===== src/rtl/core/unix_seconds_to_calendar_core_assert.svh =====
// Assertion macros for the calendar conversion core.
// Each macro takes a label, a clock, an active-low reset, an antecedent,
// a consequent and a message string.
`ifndef UNIX_SECONDS_TO_CALENDAR_CORE_ASSERT_SVH
`define UNIX_SECONDS_TO_CALENDAR_CORE_ASSERT_SVH

`ifndef SYNTH

// Same-cycle implication.
`define USC_ASSERT_IMP(label, clk, rst_n, ante, cons, msg) \
    label: assert property (@(posedge clk) disable iff (!rst_n) (ante) |-> (cons)) \
        else $error(msg);

// Next-cycle implication.
`define USC_ASSERT_NEXT(label, clk, rst_n, ante, cons, msg) \
    label: assert property (@(posedge clk) disable iff (!rst_n) (ante) |=> (cons)) \
        else $error(msg);

`else

`define USC_ASSERT_IMP(label, clk, rst_n, ante, cons, msg)
`define USC_ASSERT_NEXT(label, clk, rst_n, ante, cons, msg)

`endif

`endif


===== src/rtl/core/usc_pkg.sv =====
package usc_pkg;

    typedef struct packed {
        logic [31:0] unix_seconds;
    } stamp_t;

    typedef struct packed {
        logic [11:0] year;
        logic [3:0]  month;
        logic [4:0]  day;
        logic [4:0]  hour;
        logic [5:0]  minute;
        logic [5:0]  second;
    } calendar_t;

    typedef enum logic [2:0] {
        ST_IDLE,
        ST_MUL,
        ST_SPLIT,
        ST_YEAR,
        ST_MONTH,
        ST_WRITE
    } state_t;

    // Which time-of-day field the shared divide step is producing.
    typedef enum logic [1:0] {
        FIELD_SEC,
        FIELD_MIN,
        FIELD_HOUR
    } field_t;

    typedef struct packed {
        logic   load;
        logic   mul;
        logic   split;
        field_t field;
        logic   year_step;
        logic   month_step;
        logic   write;
    } cmd_t;

    typedef struct packed {
        logic year_fit;
        logic month_fit;
    } status_t;

    localparam logic [11:0] EPOCH_YEAR   = 12'd1970;
    localparam logic [1:0]  EPOCH_MOD4   = 2'd2;
    localparam logic [6:0]  EPOCH_MOD100 = 7'd70;
    localparam logic [8:0]  EPOCH_MOD400 = 9'd370;

    // x / 60 = (x * RECIP_60) >> SHIFT_60, exact for every 32-bit x.
    localparam logic [31:0] RECIP_60 = 32'h8888_8889;
    localparam int unsigned SHIFT_60 = 37;
    // x / 24 = ((x >> 3) * RECIP_3) >> SHIFT_3, exact for every 32-bit x.
    localparam logic [31:0] RECIP_3  = 32'hAAAA_AAAB;
    localparam int unsigned SHIFT_3  = 33;

    localparam logic [3:0] MONTH_FEB = 4'd1;
    localparam logic [3:0] MONTH_APR = 4'd3;
    localparam logic [3:0] MONTH_JUN = 4'd5;
    localparam logic [3:0] MONTH_SEP = 4'd8;
    localparam logic [3:0] MONTH_NOV = 4'd10;
    localparam logic [3:0] MONTH_DEC = 4'd11;

    // Length of a month counted from zero.
    function automatic logic [4:0] month_length(input logic [3:0] mon, input logic leap);
        logic [4:0] len;
        unique case (mon)
            MONTH_FEB: len = leap ? 5'd29 : 5'd28;
            MONTH_APR, MONTH_JUN, MONTH_SEP, MONTH_NOV: len = 5'd30;
            default: len = 5'd31;
        endcase
        return len;
    endfunction

endpackage


===== src/rtl/core/usc_ctrl.sv =====
module usc_ctrl (
    input  logic             clk,
    input  logic             rst_n,
    input  logic             stamp_valid,
    output logic             stamp_ready,
    output logic             result_valid,
    input  logic             result_ready,
    input  usc_pkg::status_t status,
    output usc_pkg::cmd_t    cmd
);
    import usc_pkg::*;

    state_t state_reg, state_next;
    field_t phase_reg, phase_next;
    logic   out_valid_reg, out_valid_next;

    always_ff @(posedge clk or negedge rst_n) begin
        if (!rst_n)
        begin
            state_reg     <= ST_IDLE;
            phase_reg     <= FIELD_SEC;
            out_valid_reg <= 1'b0;
        end
        else
        begin
            state_reg     <= state_next;
            phase_reg     <= phase_next;
            out_valid_reg <= out_valid_next;
        end
    end

    always_comb begin
        state_next     = state_reg;
        phase_next     = phase_reg;
        out_valid_next = out_valid_reg;
        cmd            = '0;
        cmd.field      = phase_reg;
        stamp_ready    = 1'b0;

        if (out_valid_reg && result_ready)
        begin
            out_valid_next = 1'b0;
        end

        unique case (state_reg)
            ST_IDLE:
            begin
                stamp_ready = 1'b1;
                if (stamp_valid)
                begin
                    cmd.load   = 1'b1;
                    phase_next = FIELD_SEC;
                    state_next = ST_MUL;
                end
            end
            ST_MUL:
            begin
                cmd.mul    = 1'b1;
                state_next = ST_SPLIT;
            end
            ST_SPLIT:
            begin
                cmd.split = 1'b1;
                unique case (phase_reg)
                    FIELD_SEC:
                    begin
                        phase_next = FIELD_MIN;
                        state_next = ST_MUL;
                    end
                    FIELD_MIN:
                    begin
                        phase_next = FIELD_HOUR;
                        state_next = ST_MUL;
                    end
                    default:
                    begin
                        state_next = ST_YEAR;
                    end
                endcase
            end
            ST_YEAR:
            begin
                if (status.year_fit)
                begin
                    state_next = ST_MONTH;
                end
                else
                begin
                    cmd.year_step = 1'b1;
                end
            end
            ST_MONTH:
            begin
                if (status.month_fit)
                begin
                    state_next = ST_WRITE;
                end
                else
                begin
                    cmd.month_step = 1'b1;
                end
            end
            ST_WRITE:
            begin
                if (!out_valid_reg || result_ready)
                begin
                    cmd.write      = 1'b1;
                    out_valid_next = 1'b1;
                    state_next     = ST_IDLE;
                end
            end
            default:
            begin
                state_next = ST_IDLE;
            end
        endcase
    end

    assign result_valid = out_valid_reg;

endmodule


===== config.mk =====
export PLATFORM = sky130hd
export DESIGN_NAME = usc_ctrl
export DESIGN_NICKNAME = d
export VERILOG_FILES = /design/src/rtl/core/unix_seconds_to_calendar_core_assert.svh /design/src/rtl/core/usc_pkg.sv /design/src/rtl/core/usc_ctrl.sv
export SDC_FILE = /design/constraint.sdc
export NUM_CORES = 1
export LEC_CHECK = 0
export ABC_AREA = 1
export BUFFER_PORTS_ARGS = -buffer_cell sky130_fd_sc_hd__buf_2
export CORE_AREA = 2 2 39 41
export CTS_CLUSTER_DIAMETER = 150
export CTS_CLUSTER_SIZE = 28
export DETAILED_ROUTE_END_ITERATION = 10
export DIE_AREA = 0 0 41 43
export GPL_TIMING_DRIVEN = 0
export PLACE_DENSITY = 0.62
export REMOVE_ABC_BUFFERS = 1
export SKIP_LAST_GASP = 1
export SLEW_MARGIN = 10
export SYNTH_ARGS = -nofsm -noshare
export SYNTH_HDL_FRONTEND = slang
export SYNTH_SLANG_ARGS = --single-unit

===== constraint.sdc =====
create_clock -name clk -period 1.25 [get_ports clk]
set_input_delay 0.375 -clock clk [delete_from_list [all_inputs] [get_ports clk]]
set_output_delay 0.375 -clock clk [all_outputs]
set_load 0.05 [all_outputs]

==> summary.md, run 1 <==
| Metric | Value |
|---|---|
| FF-to-FF Start | `state_reg[1]$_DFFE_PN0P_` |
| Max reg flops | `3` |
| PD cells | `2790 mW/mm^2` |
| Pre-Repair DR Iteration Count | `4` |
| Synth cell types | `14` |
| Area growth syn-to-layout | `80.3%` |
| Top-count cell post-synth | `nand2_1` |
| Synthesized instance count | `55` |
| Number of port buffers | `15` |
| Ys flop type | `dfrtp_1` |
| Placed wire-length estimate | `645 um` |
| Gate power share | `68.7%` |
| Final Skew | `0.00494 ns` |
| Largest net degree at the start of global routing | `7` |
| Core area | `0.00138 sq mm` |
| Max Fanout on Critical Path | `6` |
| Finished Core Util | `48.9%` |
| CTS Buffer Depth | `2` |
| Setup-failing EPs final | `9` |
| IO Pins | `16` |
| Antenna violations before repair | `0` |
| Yosys top cell area share | `40.0%` |
| Clock share of power | `9.9%` |
| Unrepaired setup endpoints after global routing | `true` |
| Post-DR vias/cell | `4.49` |
| Number of global-route vias before repair | `394` |
| Die area | `0.00176 sq mm` |
| Failing checks | `negative setup slack` |
| Final Cycle Share | `127%` |
| GPL Wtd Cong | `0.774` |
| Register area share after synthesis | `40.0%` |
| Gr ovfl total | `0` |
| Diode count | `0` |
| Clock root buffer master | `clkbuf_4` |
| First-pass GRT wire length | `1510 um` |
| Die Y | `43 um` |
| Worst hold margin | `0.397 ns` |
| Cell Area, Synth | `375 sq um` |
| F_max | `0.630 GHz` |
| Status | `complete, but fails checks` |
| WL final | `994 um` |
| Htree depth | `1` |
| Startpoint types | `register` |
| LEAKAGE | `0.358 nW` |
| Crit path DAT | `1.21 ns` |
| Share of cells above drive strength 1 | `56.8%` |
| Crit Path Class | `reg -> out` |
| # Max-Cap Violations | `0` |
| Via count | `436` |
| Synth area leaders | `dfrtp_1, nand2_1, inv_1` |
| Ys async rst share | `100%` |
| Max Slew Vio Count | `0` |
| TritonCTS clock tree | `built` |
| Number of sinks on the clock net | `6` |
| Peak supply drop | `0.000842 V` |
| DRC | `0` |
| Number of nets with antenna violations after routing | `0` |
| Int Pwr | `0.891 mW` |
| Iter 0 DRT Violations | `1` |
| Die X | `41 um` |
| Register share of total power | `21.4%` |
| Switching pwr | `1.00 mW` |
| CTS buffer count | `3` |
| Worst r2r path cells | `8` |
| Nets | `89` |
| Rows | `14` |
| Relative slew slack | `83.2%` |
| Worst skew pair latency | `0.25 ns` |
| Critical Path End Type | `primary output` |
| Worst Path Required | `0.88 ns` |
| Post-synthesis register bit count | `6` |
| Final Hold Violating Endpoints | `0` |
| Place WS | `-0.260 ns` |
| Worst Setup SP | `state_reg[2]$_DFFE_PN0P_` |
| GR Util All Layers | `13.2%` |
| Post-synth top cells | `nand2_1, inv_1, nor2_1` |
| Number of synthesized flops with an enable pin | `0` |
| Fin Setup TNS | `-2.20 ns` |
| Worst hold path class | `in -> reg` |
| Initial core utilization | `27.1%` |
| Syn Area/Cell | `6.82 sq um` |
| HP Start | `status[1]` |
| Sw frac | `52.9%` |
| Fin crit period | `1.59 ns` |
| Hold depth | `4` |
| Reg clk slew, reported paths | `0.05 ns` |
| Slew @ Worst Pin | `0.250 ns` |
| Worst setup margin | `-0.338 ns` |
| DR WL/cell | `10.2 um` |
| Yosys warns | `0` |
| Synth area leader | `dfrtp_1` |
==> final timing paths <==
path                                                 end  slack [ns]
worst min-delay path            state_reg[1]$_DFFE_PN0P_        0.40
worst max-delay path                              cmd[6]       -0.34
min in group asynchronous       phase_reg[0]$_DFFE_PN0P_        0.48
worst max register to register  state_reg[2]$_DFFE_PN0P_       -0.03
max in group asynchronous       state_reg[0]$_DFFE_PN0P_        0.60
worst min register to register  phase_reg[1]$_DFFE_PN0P_        0.56
==> metrics by stage <==
stage / instances / area, sq um / total power, mW
floorplan: 54 / 368 / 1.07
global placement: 85 / 463 / 1.24
detailed placement: 85 / 463 / 1.26
CTS: 95 / 613 / 1.73
global route: 97 / 677 / 2.02
finish: 97 / 677 / 1.89
==> repair_timing <==
action / in CTS / in global routing
pin swaps: 3 / 3
gates resized for setup: 25 / 13
endpoints found under the setup margin: 9 / 11
hold buffers: 1 / 0
endpoints found under the hold margin: 6 / 0
buffers inserted: 6 / 2
==> layout by cell type, fill, tap and decap left out <==
cell | netlist | final
nor3_2 | 0 | 1
clkbuf_4 | 0 | 4
buf_2 | 0 | 5
nand2_2 | 0 | 3
o21ai_0 | 1 | 1
dfrtp_2 | 0 | 3
buf_4 | 1 | 8
nand2_1 | 13 | 10
dlygate4sd3_1 | 0 | 1
a21oi_2 | 0 | 1
nand3_2 | 1 | 3
a21oi_1 | 3 | 2
nor3_4 | 1 | 1
o21ai_1 | 1 | 1
nor2_1 | 8 | 7
nor2_4 | 0 | 2
inv_2 | 2 | 4
nand3_4 | 0 | 1
nor2_2 | 2 | 1
buf_8 | 0 | 2
nand3_1 | 5 | 2
dfrtp_1 | 6 | 3
buf_6 | 0 | 7
inv_1 | 10 | 8
==> layer usage <==
layer	GRT usage (%)	wire length (um)	vias up
met4	12.0	39	0
met1	13.7	417	192
met3	1.57	39	5
met5	0	0	-
li1	-	-	223
met2	21.3	499	16
==> layout make-up <==
class | count | area (sq um)
fill | 137 | 707
multi-input combinational | 36 | 224
timing repair buffer | 24 | 211
sequential | 6 | 154
inverter | 12 | 45.0
clock buffer | 3 | 22.5
tap | 16 | 20.0
==> cell families (layout without fill, tap and decap cells) <==
| group | count (synthesis) | after routing | share of synthesized area (%) |
|---|---|---|---|
| DFF | 6 | 6 | 40.0 |
| and+or+nand+nor | 31 | 31 | 39.3 |
| AOI/OAI and AO/OA | 5 | 5 | 6.66 |
| buffers and inverters | 13 | 39 | 14.0 |
==> power groups by stage <==
| stage | sequential [mW] | clock [mW] | combinational [mW] |
|---|---|---|---|
| after detailed placement | 0.368 | 0 | 0.887 |
| after global routing | 0.417 | 0.200 | 1.41 |
| after global placement | 0.366 | 0 | 0.877 |
| final | 0.404 | 0.187 | 1.30 |
| after CTS | 0.385 | 0.194 | 1.15 |
| after floorplan | 0.461 | 0 | 0.608 |
==> critical path: stages, from the launching register on <==
cell	delay, ns
dfrtp_2	0.48
nor3_2	0.27
buf_6	0.20
No activity file was read; power rests on OpenSTA's default activity.
==> run 2, diff against run 1 <==
--- a/config.mk
+++ b/config.mk
@@ -13,7 +13,6 @@
 export DETAILED_ROUTE_END_ITERATION = 10
 export DIE_AREA = 0 0 41 43
 export GPL_TIMING_DRIVEN = 0
-export PLACE_DENSITY = 0.62
 export REMOVE_ABC_BUFFERS = 1
 export SKIP_LAST_GASP = 1
 export SLEW_MARGIN = 10
==> run 2 against run 1 <==
Net effect:
- the run still ends with negative setup slack left
- sequential power about the same
- first-iteration DRC count rose to 8.0 times the previous value
- flip-flop and latch count unchanged
==> summary.md, run 2 (synthesis gave the netlist of run 1 again) <==
| Metric | Value |
|---|---|
| Antenna violations before repair | `0` |
| CTS Buffer Depth | `2` |
| Relative slew slack | `82.6%` |
| Die X | `41 um` |
| Slew @ Worst Pin | `0.260 ns` |
| Crit Path Class | `reg -> out` |
| IO Pins | `16` |
| FF-to-FF Start | `state_reg[0]$_DFFE_PN0P_` |
| Share of cells above drive strength 1 | `57.8%` |
| DRC | `0` |
| Cell mode on critical path | `nor2_4` |
| CTS buffer count | `3` |
| Final Cycle Share | `127%` |
| Area growth syn-to-layout | `85.7%` |
| Post-DR vias/cell | `4.41` |
| Number of global-route vias before repair | `378` |
| Via count | `437` |
| Placed wire-length estimate | `628 um` |
| Gr ovfl total | `0` |
| Reg clk slew, reported paths | `0.04 ns` |
| Commonest non-fill, non-tap cells in the layout | `buf_4, nand2_1, inv_1` |
| GR Util All Layers | `11.2%` |
| Peak supply drop | `0.00113 V` |
| Hold depth | `4` |
| Hold path endpoint | `state_reg[1]$_DFFE_PN0P_` |
| Critical Path End Type | `primary output` |
| Number of nets with antenna violations after routing | `0` |
| Worst R2R Setup Slack | `-0.11 ns` |
| Worst hold path class | `in -> reg` |
| Startpoint types | `register` |
| F_max | `0.632 GHz` |
| TritonCTS clock tree | `built` |
| Setup-failing EPs final | `11` |
| Diode count | `0` |
| Cell family with most CP delay | `flip-flops` |
| Worst skew pair latency | `0.23 ns` |
| # Max-Cap Violations | `0` |
| Worst Path Required | `0.88 ns` |
| Fin Setup TNS | `-2.32 ns` |
| Place WS | `-0.271 ns` |
| Status | `complete, but fails checks` |
| R2r endpoint | `state_reg[2]$_DFFE_PN0P_` |
| CP max stage cell | `dfrtp_2` |
| Core area | `0.00138 sq mm` |
| Crit path buffers/inverters | `1` |
| First-pass GRT wire length | `1360 um` |
| Critical path cell sequence | `nor2_4 -> nand2_2 -> nor2_4 -> buf_8` |
| Number of cells on the critical path | `4` |
| Worst setup margin | `-0.333 ns` |
| Initial core utilization | `27.1%` |
| Unrepaired setup endpoints after global routing | `true` |
| Fin crit period | `1.58 ns` |
| Iter 0 DRT Violations | `8` |
| Final Hold Violating Endpoints | `0` |
| DR WL/cell | `9.68 um` |
| PD cells | `2760 mW/mm^2` |
| Commonest non-fill, non-tap cell in the layout | `buf_4` |
| Rows | `14` |
| Max Slew Vio Count | `0` |
| WL final | `958 um` |
| Die Y | `43 um` |
| Failing checks | `negative setup slack` |
| GPL Wtd Cong | `0.731` |
| Max reg flops | `3` |
| Final Skew | `0.00110 ns` |
| Pre-Repair DR Iteration Count | `2` |
| Delay of the slowest cell on the worst path | `0.44 ns` |
| Number of sinks on the clock net | `6` |
| Crit path DAT | `1.21 ns` |
| Clock root buffer master | `clkbuf_4` |
| Die area | `0.00176 sq mm` |
| Nets | `91` |
| Worst r2r path cells | `9` |
| Number of port buffers | `15` |
| LEAKAGE | `0.366 nW` |
| Largest net degree at the start of global routing | `7` |
| Max Fanout on Critical Path | `5` |
| HP Start | `status[1]` |
| Htree depth | `1` |
-- run 2: cell types whose count changed in the layout (fill, tap and decap cells not counted), sizes merged --
cell / before / now
buf: 22 / 24
-- run 2: final cells by class --
| class | count | area [sq um] |
|---|---|---|
| Clock buffer | 3 | 22.5 |
| Timing Repair Buffer | 26 | 215 |
| Sequential cell | 6 | 154 |
| Fill cell | 129 | 687 |
| Inverter | 12 | 47.5 |
| Tap cell | 16 | 20.0 |
| Multi-Input combinational cell | 36 | 238 |
-- run 2: through the flow --
step / power, mW / cells / instance area [sq um] / hold slack [ns] / utilization [%]
floorplan: 1.07 / 54 / 368 / 0.0794 / -
global placement: 1.25 / 85 / 463 / 0.203 / 33.5
detailed placement: 1.26 / 85 / 463 / 0.204 / 33.5
CTS: 1.80 / 98 / 628 / 0.415 / 45.4
global route: 2.07 / 99 / 697 / 0.428 / 50.4
finish: 1.92 / 99 / 697 / 0.417 / 50.4
-- run 2: repair_timing --
item                                    4_1_cts  5_1_grt
hold buffers                                  1        0
resized for setup                            23       17
endpoints found under the hold margin         6        0
buffers inserted                              9        3
endpoints found under the setup margin        8       13
gates cloned                                  0        0
pin swaps                                     3        7
-- run 2: worst max-delay path by stage --
stage / startpoint / end / slack, ns
after CTS: state_reg[1]$_DFFE_PN0P_ / cmd[7] / -0.34
after global routing: state_reg[0]$_DFFE_PN0P_ / cmd[1] / -0.40
after floorplan: state_reg[2]$_DFFE_PN0P_ / cmd[6] / -0.76
after detailed placement: state_reg[0]$_DFFE_PN0P_ / cmd[7] / -0.27
final: state_reg[0]$_DFFE_PN0P_ / cmd[7] / -0.33
after global placement: state_reg[0]$_DFFE_PN0P_ / cmd[7] / -0.26
-- run 2: power by group --
part | switching, mW | internal (mW) | total [mW]
Combinational | 0.819 | 0.535 | 1.35
Clock | 0.0579 | 0.108 | 0.166
Sequential | 0.123 | 0.281 | 0.403
Total | 0.999 | 0.924 | 1.92
-- run 2: worst reg2reg max path: stages (launching register included) --
cell and delay [ns]:
dfrtp_2 0.44, nor2_4 0.18, buf_4 0.13, buf_4 0.09, buf_4 0.10, nand3_4 0.08, nand2_4 0.08, inv_2 0.03
nand3_1 0.07, nand2_1 0.05
-- run 2: routing by layer --
layer  global-route usage, %  up-vias  wire length, um
li1                        -      224                -
met1                    13.2      202              416
met2                    17.5       11              492
met3                    6.28        0               48
met4                    2.00        0                0
met5                       0        -                0
