<file path="src/rtl/core/unix_seconds_to_calendar_core_assert.svh">
// Assertion macros for the calendar conversion core.
// Each macro takes a label, a clock, an active-low reset, an antecedent,
// a consequent and a message string.
`ifndef UNIX_SECONDS_TO_CALENDAR_CORE_ASSERT_SVH
`define UNIX_SECONDS_TO_CALENDAR_CORE_ASSERT_SVH

`ifndef SYNTH

// Same-cycle implication.
`define USC_ASSERT_IMP(label, clk, rst_n, ante, cons, msg) \
    label: assert property (@(posedge clk) disable iff (!rst_n) (ante) |-> (cons)) \
        else $error(msg);

// Next-cycle implication.
`define USC_ASSERT_NEXT(label, clk, rst_n, ante, cons, msg) \
    label: assert property (@(posedge clk) disable iff (!rst_n) (ante) |=> (cons)) \
        else $error(msg);

`else

`define USC_ASSERT_IMP(label, clk, rst_n, ante, cons, msg)
`define USC_ASSERT_NEXT(label, clk, rst_n, ante, cons, msg)

`endif

`endif

</file>
<file path="src/rtl/core/usc_pkg.sv">
package usc_pkg;

    typedef struct packed {
        logic [31:0] unix_seconds;
    } stamp_t;

    typedef struct packed {
        logic [11:0] year;
        logic [3:0]  month;
        logic [4:0]  day;
        logic [4:0]  hour;
        logic [5:0]  minute;
        logic [5:0]  second;
    } calendar_t;

    typedef enum logic [2:0] {
        ST_IDLE,
        ST_MUL,
        ST_SPLIT,
        ST_YEAR,
        ST_MONTH,
        ST_WRITE
    } state_t;

    // Which time-of-day field the shared divide step is producing.
    typedef enum logic [1:0] {
        FIELD_SEC,
        FIELD_MIN,
        FIELD_HOUR
    } field_t;

    typedef struct packed {
        logic   load;
        logic   mul;
        logic   split;
        field_t field;
        logic   year_step;
        logic   month_step;
        logic   write;
    } cmd_t;

    typedef struct packed {
        logic year_fit;
        logic month_fit;
    } status_t;

    localparam logic [11:0] EPOCH_YEAR   = 12'd1970;
    localparam logic [1:0]  EPOCH_MOD4   = 2'd2;
    localparam logic [6:0]  EPOCH_MOD100 = 7'd70;
    localparam logic [8:0]  EPOCH_MOD400 = 9'd370;

    // x / 60 = (x * RECIP_60) >> SHIFT_60, exact for every 32-bit x.
    localparam logic [31:0] RECIP_60 = 32'h8888_8889;
    localparam int unsigned SHIFT_60 = 37;
    // x / 24 = ((x >> 3) * RECIP_3) >> SHIFT_3, exact for every 32-bit x.
    localparam logic [31:0] RECIP_3  = 32'hAAAA_AAAB;
    localparam int unsigned SHIFT_3  = 33;

    localparam logic [3:0] MONTH_FEB = 4'd1;
    localparam logic [3:0] MONTH_APR = 4'd3;
    localparam logic [3:0] MONTH_JUN = 4'd5;
    localparam logic [3:0] MONTH_SEP = 4'd8;
    localparam logic [3:0] MONTH_NOV = 4'd10;
    localparam logic [3:0] MONTH_DEC = 4'd11;

    // Length of a month counted from zero.
    function automatic logic [4:0] month_length(input logic [3:0] mon, input logic leap);
        logic [4:0] len;
        unique case (mon)
            MONTH_FEB: len = leap ? 5'd29 : 5'd28;
            MONTH_APR, MONTH_JUN, MONTH_SEP, MONTH_NOV: len = 5'd30;
            default: len = 5'd31;
        endcase
        return len;
    endfunction

endpackage

</file>
<file path="src/rtl/core/usc_datapath.sv">
module usc_datapath (
    input  logic               clk,
    input  usc_pkg::stamp_t    stamp,
    input  usc_pkg::cmd_t      cmd,
    output usc_pkg::status_t   status,
    output usc_pkg::calendar_t result
);
    import usc_pkg::*;

    logic [31:0] work_reg, work_next;
    logic [63:0] prod_reg, prod_next;
    logic [5:0]  sec_reg, sec_next;
    logic [5:0]  min_reg, min_next;
    logic [4:0]  hour_reg, hour_next;
    logic [15:0] day_reg, day_next;
    logic [11:0] year_reg, year_next;
    logic [1:0]  y4_reg, y4_next;
    logic [6:0]  y100_reg, y100_next;
    logic [8:0]  y400_reg, y400_next;
    logic [3:0]  mon_reg, mon_next;
    calendar_t   result_reg, result_next;

    logic [31:0] mul_a;
    logic [31:0] mul_b;
    logic [31:0] quot;
    logic [31:0] prod_back;
    logic [5:0]  rem;
    logic        leap;
    logic [8:0]  year_len;
    logic [4:0]  mon_len;

    // Gregorian rule from the running remainders of the year.
    assign leap     = (y4_reg == 2'd0) && ((y100_reg != 7'd0) || (y400_reg == 9'd0));
    assign year_len = leap ? 9'd366 : 9'd365;
    assign mon_len  = month_length(mon_reg, leap);

    assign status.year_fit  = day_reg < {7'd0, year_len};
    assign status.month_fit = (mon_reg == MONTH_DEC) || (day_reg < {11'd0, mon_len});

    // Shared divide step: a multiply by the reciprocal, then the quotient
    // and remainder are taken from the registered product in the next cycle.
    always_comb begin
        unique case (cmd.field)
            FIELD_HOUR:
            begin
                mul_a = {3'd0, work_reg[31:3]};
                mul_b = RECIP_3;
            end
            default:
            begin
                mul_a = work_reg;
                mul_b = RECIP_60;
            end
        endcase
    end

    always_comb begin
        unique case (cmd.field)
            FIELD_HOUR:
            begin
                quot      = {1'b0, prod_reg[63:SHIFT_3]};
                prod_back = (quot << 4) + (quot << 3);
            end
            default:
            begin
                quot      = {5'd0, prod_reg[63:SHIFT_60]};
                prod_back = (quot << 6) - (quot << 2);
            end
        endcase
    end

    // The remainder is below 64, so the low bits of the difference suffice.
    assign rem = work_reg[5:0] - prod_back[5:0];

    always_comb begin
        work_next   = work_reg;
        prod_next   = prod_reg;
        sec_next    = sec_reg;
        min_next    = min_reg;
        hour_next   = hour_reg;
        day_next    = day_reg;
        year_next   = year_reg;
        y4_next     = y4_reg;
        y100_next   = y100_reg;
        y400_next   = y400_reg;
        mon_next    = mon_reg;
        result_next = result_reg;

        if (cmd.load)
        begin
            work_next = stamp.unix_seconds;
            year_next = EPOCH_YEAR;
            y4_next   = EPOCH_MOD4;
            y100_next = EPOCH_MOD100;
            y400_next = EPOCH_MOD400;
            mon_next  = 4'd0;
        end

        if (cmd.mul)
        begin
            prod_next = mul_a * mul_b;
        end

        if (cmd.split)
        begin
            work_next = quot;
            unique case (cmd.field)
                FIELD_SEC:  sec_next = rem;
                FIELD_MIN:  min_next = rem;
                default:
                begin
                    hour_next = rem[4:0];
                    day_next  = quot[15:0];
                end
            endcase
        end

        if (cmd.year_step)
        begin
            day_next  = day_reg - {7'd0, year_len};
            year_next = year_reg + 12'd1;
            y4_next   = y4_reg + 2'd1;
            y100_next = (y100_reg == 7'd99) ? 7'd0 : y100_reg + 7'd1;
            y400_next = (y400_reg == 9'd399) ? 9'd0 : y400_reg + 9'd1;
        end

        if (cmd.month_step)
        begin
            day_next = day_reg - {11'd0, mon_len};
            mon_next = mon_reg + 4'd1;
        end

        if (cmd.write)
        begin
            result_next.year   = year_reg;
            result_next.month  = mon_reg + 4'd1;
            result_next.day    = day_reg[4:0] + 5'd1;
            result_next.hour   = hour_reg;
            result_next.minute = min_reg;
            result_next.second = sec_reg;
        end
    end

    always_ff @(posedge clk) begin
        work_reg   <= work_next;
        prod_reg   <= prod_next;
        sec_reg    <= sec_next;
        min_reg    <= min_next;
        hour_reg   <= hour_next;
        day_reg    <= day_next;
        year_reg   <= year_next;
        y4_reg     <= y4_next;
        y100_reg   <= y100_next;
        y400_reg   <= y400_next;
        mon_reg    <= mon_next;
        result_reg <= result_next;
    end

    assign result = result_reg;

endmodule
</file>
<file path="config.mk">
export PLATFORM = sky130hd
export DESIGN_NAME = usc_datapath
export DESIGN_NICKNAME = d
export VERILOG_FILES = /design/src/rtl/core/unix_seconds_to_calendar_core_assert.svh /design/src/rtl/core/usc_pkg.sv /design/src/rtl/core/usc_datapath.sv
export SDC_FILE = /design/constraint.sdc
export NUM_CORES = 1
export LEC_CHECK = 0
export BUFFER_PORTS_ARGS = -buffer_cell sky130_fd_sc_hd__clkbuf_2
export CAP_MARGIN = 10
export CORE_MARGIN = 2
export CORE_UTILIZATION = 65
export DETAILED_ROUTE_END_ITERATION = 7
export HOLD_SLACK_MARGIN = 0.15
export PLACE_DENSITY = 0.95
export SLEW_MARGIN = 10
export SYNTH_ARGS = -nofsm -noshare
export SYNTH_HDL_FRONTEND = slang
export SYNTH_SLANG_ARGS = --single-unit
export TNS_END_PERCENT = 20
</file>
<file path="constraint.sdc">
create_clock -name clk -period 11.58 [get_ports clk]
set_clock_uncertainty 0.1 [all_clocks]
set_input_delay 1.158 -clock clk [delete_from_list [all_inputs] [get_ports clk]]
set_output_delay 1.158 -clock clk [all_outputs]
set_load 0.01 [all_outputs]
</file>
==> run_results.csv, run 1 <==
group,metric,value,unit
outcome,status,"finished with violations",
outcome,violations,"design-rule violations",
logic_synthesis,synth_seq_cells,168,
drt,drc_errors,1,
critical_path,cpMostUsedCell,"fa_1",
critical_path,slowest_delay,0.94,ns
sta,setup_viol,0,
logic_synthesis,ys_types,74,
cts,hold_buffers,0,
cells_and_area,area_delta_synth_final,5.871,%
sta,fin_crit,9.908,ns
logic_synthesis,synth_area_leader_cell,"fa_1",
flow_run,cap_violations,0,
global_route,grt_max_degree,68,
global_route,grt-ovfl-total,0,
sta,min_period_over_period,85.56,%
global_route,grt_pass1_wl,117200,um
cts,post_cts.repair.setup_buffers,0,
critical_path,worst_setup_path_end_kind,"flop",
cells_and_area,final_common_cell,"inv_1",
logic_synthesis,synth_warnings,0,
place,portBuffers,80,
cts,h-tree-depth,4,
logic_synthesis,syn_area_per_cell,10.00,um^2
logic_synthesis,synth_top_area_share,29.93,%
critical_path,path_class,"primary input to flop",
cts,clockBufferDepth,2,
logic_synthesis,synth-edff-count,168,
cts,cts_tree,"done",
drt,dr_total_vias,19000,
drt,wl,76350,um
floorplanning,die_h,204.1,um
logic_synthesis,synth_flop_cell,"edfxtp_1",
global_route,antenna_found_initial,0,
floorplanning,core-area,39640,um^2
cts,clock_sinks,168,
floorplanning,ios,81,
sta,slew_headroom,22.57,%
cells_and_area,final_cell_mix,"inv_1, ha_1, fa_1, nand2_1, edfxtp_1",
cts,root_buffer,"clkbuf_16",
logic_synthesis,netlist_area,26020,um^2
place,gp_routability_congestion,1.048,
cells_and_area,antennaDiodeCount,0,
critical_path,crit_path_max_fanout,50,
sta,fmax,100.9,MHz
critical_path,crit_path_start_kind,"primary input",
place,dpl.hpwl,65620,um
logic_synthesis,synthArstFlopShare,0,%
sta,slew_violations,0,
drt,viasPerCell,5.931,
drt,drt-initial-drc-count,1849,
global_route,grt_pass1_vias,20410,
floorplanning,initial_core_util,65.64,%
critical_path,cp_top_family,"adder cells",
cells_and_area,final_nets,3493,
hold_path,hold_path.class,"flop to flop",
logic_synthesis,yosysSeqAreaShare,19.39,%
drt,ant_nets,0,
place,dpl_worst_slack,1.406,ns
sta,fin_tns_setup,0,ns
cts,insertion_delay,0.45,ns
sta,rsz0062_at_grt,"false",
logic_synthesis,netlist_top_cells_area,"fa_1, edfxtp_1, ha_1",
logic_synthesis,synthesis.instances,2601,
sta,hold_violations,0,
critical_path,crit_buf_inv,6,
floorplanning,die_w,204.1,um
critical_path,crit_slowest_cell,"nor2b_4",
critical_path,required,11.66,ns
cts,cts_resized,0,
floorplanning,dieArea,41650,um^2
cts,path_clk_slew,0.07,ns
critical_path,cp.arrival,9.99,ns
cells_and_area,drive_gt1_share,5.863,%
floorplanning,rows,73,
cts,numCtsBuffers,17,
drt,routedWlPerCell,23.84,um
sta,setup_ws,1.672,ns
cells_and_area,largest_reg_flops,38,
drt,dr.pass1.iters,8,
sta,worstMarginPinSlew,1.159,ns
global_route,grtUsageTotal,38.29,%
[synth_stat cells (all sizes together) (30+ instances only)]
master	n
nand2	170
a21oi	131
and3	36
ha	398
edfxtp	168
clkbuf	44
nand3	33
nor2	127
fa	389
xnor2	68
xor2	51
o21ai	44
inv	684
a21o	30
[path summary, 6_finish.rpt]
path | slack [ns] | depth (start not counted) | from | to
hold reg to reg | 0.32 | 0 | hour_reg[2]$_DFFE_PP_ | result[14]$_DFFE_PP_
setup reg to reg | 3.04 | 26 | work_reg[16]$_DFFE_PP_ | prod_reg[59]$_DFFE_PP_
setup / recovery | 1.67 | 28 | cmd[4] | prod_reg[59]$_DFFE_PP_
hold / removal | 0.32 | 0 | hour_reg[2]$_DFFE_PP_ | result[14]$_DFFE_PP_
[layer usage]
metal	vias to the layer above	global-route usage (%)	part of all wire (%)
met5	-	0	0
met3	290	5.501	6.8
li1	8342	-	-
met4	0	24.28	7.9
met1	9332	47.75	38
met2	1034	63.01	48
[cell families after synthesis]
| kind of cell | synth area share, % |
|---|---|
| other | 0.02886 |
| buffers and inverters | 10.69 |
| XOR/XNOR | 4.005 |
| AO/OA/AOI/OAI | 7.174 |
| AND/OR/NAND/NOR | 8.684 |
| adder cells (fa/ha/maj) | 49.06 |
| multiplexers | 0.9617 |
| flip-flops | 19.39 |
[metrics by stage]
stage / hold slack [ns] / instance area [um^2] / utilization (%) / cells
finish: 0.3201 / 27550 / 69.50 / 3203
global route: 0.3306 / 27550 / 69.50 / 3203
CTS: 0.3201 / 27550 / 69.50 / 3203
detailed placement: 0.3045 / 26960 / 68.01 / 3171
global placement: 0.3017 / 26960 / 68.01 / 3171
floorplan: 0.3003 / 26080 / - / 2616
[layout make-up]
| class | count | area, um^2 |
|---|---|---|
| Clock inverter | 13 | 156.4 |
| Clock buffer | 19 | 432.9 |
| Sequential cell | 168 | 5045 |
| Tap cell | 525 | 656.9 |
| Inverter | 684 | 2567 |
| Timing Repair Buffer | 84 | 430.4 |
| Multi-Input combinational cell | 1710 | 18260 |
| Fill cell | 2924 | 12090 |
[worst reg2reg max path, delay by kind of cell (launching register included)]
family / cells / cell delay [ns]
DFF: 1 / 0.56
AOI/OAI and AO/OA: 4 / 1.13
and+or+nand+nor: 7 / 1.81
adders and majority gates: 9 / 4.13
buffers and inverters: 5 / 0.45
xor gates and xnor gates: 1 / 0.14
Power of run 1 is left out: the tool's default activity adds up to more than one toggle a clock period on the data nets, which glitch-free logic cannot reach.
==> run 2: changes to the inputs <==
--- a/config.mk
+++ b/config.mk
@@ -5,6 +5,7 @@
 export SDC_FILE = /design/constraint.sdc
 export NUM_CORES = 1
 export LEC_CHECK = 0
+export ABC_AREA = 1
 export BUFFER_PORTS_ARGS = -buffer_cell sky130_fd_sc_hd__clkbuf_2
 export CAP_MARGIN = 10
 export CORE_MARGIN = 2
==> run_results.csv, run 2 <==
group,metric,value,unit
outcome,status,"finished clean",
sta,hold_violations,0,
critical_path,reg2reg_depth,29,
floorplanning,ios,81,
drt,routedWlPerCell,22.90,um
critical_path,ff2ff_setup_slack,3.78,ns
cells_and_area,final_cell_mix,"inv_1, nand2_1, ha_1, fa_1, nor2_1",
global_route,grtUsageTotal,41.35,%
floorplanning,rows,75,
floorplanning,die_h,210.6,um
sta,worstMarginPinSlew,1.189,ns
place,portBuffers,80,
drt,dr_total_vias,22630,
logic_synthesis,synth_warnings,0,
logic_synthesis,netlist_top_cells_area,"fa_1, edfxtp_1, ha_1",
cts,cts_tree,"done",
sta,fin_tns_setup,0,ns
critical_path,slowest_delay,0.60,ns
logic_synthesis,ys_types,50,
global_route,grt-ovfl-total,0,
place,gp_routability_congestion,1.084,
cts,cts_resized,0,
global_route,grt_pass1_wl,134700,um
cells_and_area,multi_input_area,19070,um^2
cells_and_area,area_delta_synth_final,5.768,%
floorplanning,initial_core_util,65.99,%
cells_and_area,antennaDiodeCount,0,
cts,path_clk_slew,0.07,ns
sta,setup_ws,2.642,ns
logic_synthesis,netlist_area,27740,um^2
place,dpl_worst_slack,2.452,ns
cts,clock_sinks,168,
logic_synthesis,synth_flop_cell,"edfxtp_1",
cells_and_area,final_nets,4129,
logic_synthesis,synth_top_area_share,28.07,%
cts,clockBufferDepth,2,
critical_path,crit_path_start_kind,"primary input",
cts,numCtsBuffers,17,
critical_path,crit_path_max_fanout,60,
sta,fin_crit,8.938,ns
global_route,grt_pass1_vias,23480,
cells_and_area,ff_latch_area,5045,um^2
drt,wl,88220,um
logic_synthesis,synth_area_leader_cell,"fa_1",
sta,rsz0062_at_grt,"false",
critical_path,path_class,"primary input to flop",
critical_path,crit_slowest_cell,"nand2_4",
logic_synthesis,yosys-top-cells-count,"inv_1, nand2_1, ha_1, fa_1, nor2_1",
place,dp.cells,3821,
cts,h-tree-depth,4,
critical_path,cp_top_family,"adder cells",
cells_and_area,largest_reg_flops,38,
sta,min_period_over_period,77.18,%
floorplanning,die_w,210.6,um
critical_path,cp.depth,30,
drt,dr.pass1.iters,6,
cts,root_buffer,"clkbuf_16",
cts,hold_buffers,0,
critical_path,crit_buf_inv,7,
logic_synthesis,yosysSeqAreaShare,18.18,%
global_route,grt_max_degree,61,
sta,setup_viol,0,
flow_run,cap_violations,0,
global_route,antenna_found_initial,1,
drt,drc_errors,0,
drt,ant_nets,0,
logic_synthesis,synth-edff-count,168,
cells_and_area,n_fill_cell,3240,
hold_path,hold_path.class,"flop to flop",
logic_synthesis,synthesis.instances,3210,
logic_synthesis,syn_area_per_cell,8.643,um^2
cts,post_cts.repair.setup_buffers,0,
logic_synthesis,synthArstFlopShare,0,%
critical_path,cpMostUsedCell,"fa_1",
place,dpl.hpwl,76750,um
logic_synthesis,synth_seq_cells,168,
cells_and_area,drive_gt1_share,5.220,%
critical_path,worst_setup_path_end_kind,"flop",
sta,fmax,111.9,MHz
critical_path,cp.arrival,9.04,ns
hold_path,min_path_cells,0,
critical_path,required,11.68,ns
sta,slew_headroom,20.12,%
cells_and_area,finalNonFillerCells,3853,
floorplanning,dieArea,44350,um^2
floorplanning,core-area,42040,um^2
logic_synthesis,synth_most_common_cell,"inv_1",
cells_and_area,final_common_cell,"inv_1",
cts,insertion_delay,0.46,ns
drt,drt-initial-drc-count,2870,
sta,slew_violations,0,
drt,viasPerCell,5.873,
-- run 2: cell types whose count changed in the layout (fill, tap and decap cells not counted), moves of 11 or more --
cell / previous run / this run
nand3_1: 32 / 73
nand2b_1: 13 / 0
a21o_1: 30 / 8
nand2_1: 170 / 416
a31oi_1: 21 / 8
and2_1: 23 / 2
mux2i_1: 25 / 3
inv_1: 684 / 933
a21oi_1: 125 / 136
and3_1: 34 / 1
nor2_1: 123 / 279
o21ai_0: 38 / 124
nor3_1: 12 / 25
xnor2_1: 68 / 16
-- run 2: logic make-up (layout without fill, tap and decap cells) --
group,after synthesis,after routing,share of synthesized area [%]
XOR/XNOR,74,74,2.336
AND/OR/NAND/NOR,859,859,12.87
other,2,17,0.02707
buffers and inverters,967,1056,13.28
adder cells (fa/ha/maj),787,787,46.02
AO/OA/AOI/OAI,350,350,7.180
flip-flops,168,168,18.18
multiplexers,3,3,0.1082
-- run 2: final cells by class --
class                      instances  area share, %
clock inverter                    15         0.5500
multi-input combinational       2090          64.99
sequential                       168          17.19
tap                              539          2.298
inverter                         938          12.00
clock buffer                      17          1.450
timing repair buffer              86          1.518
-- run 2: path summary, 6_finish.rpt --
check | from | to
max | cmd[3] | prod_reg[51]$_DFFE_PP_
min | min_reg[1]$_DFFE_PP_ | result[7]$_DFFE_PP_
max reg2reg | work_reg[14]$_DFFE_PP_ | prod_reg[59]$_DFFE_PP_
min reg2reg | min_reg[1]$_DFFE_PP_ | result[7]$_DFFE_PP_
-- run 2: layer usage --
| metal | track usage, % | part of all wire, % | vias to the layer above | wire length, um |
|---|---|---|---|---|
| met4 | 28.07 | 8.6 | 2 | 7614 |
| met2 | 66.29 | 45 | 1540 | 40030 |
| met3 | 6.570 | 9.7 | 385 | 8555 |
| met5 | 0 | 0.014 | - | 12 |
| met1 | 51.98 | 36 | 10700 | 32010 |
| li1 | - | - | 9996 | - |
-- run 2: worst reg2reg max path: cells and delay by family, from the launching register on --
kind          cells  cell delay (ns)
xor+xnor          2             0.58
flops             1             0.60
simple gates     10             1.75
buf+inv           9             0.91
fa+ha+maj         8             3.62
-- run 2: through the flow --
stage                     instance area [um^2]  util [%]  hold slack [ns]
final                                    29340     69.80           0.3193
after global routing                     29340     69.80           0.3230
after CTS                                29340     69.80           0.3207
after detailed placement                 28760     68.40           0.3045
after global placement                   28760     68.40           0.3008
after floorplan                          27800         -           0.3003
Power of run 2 is left out for the same reason.
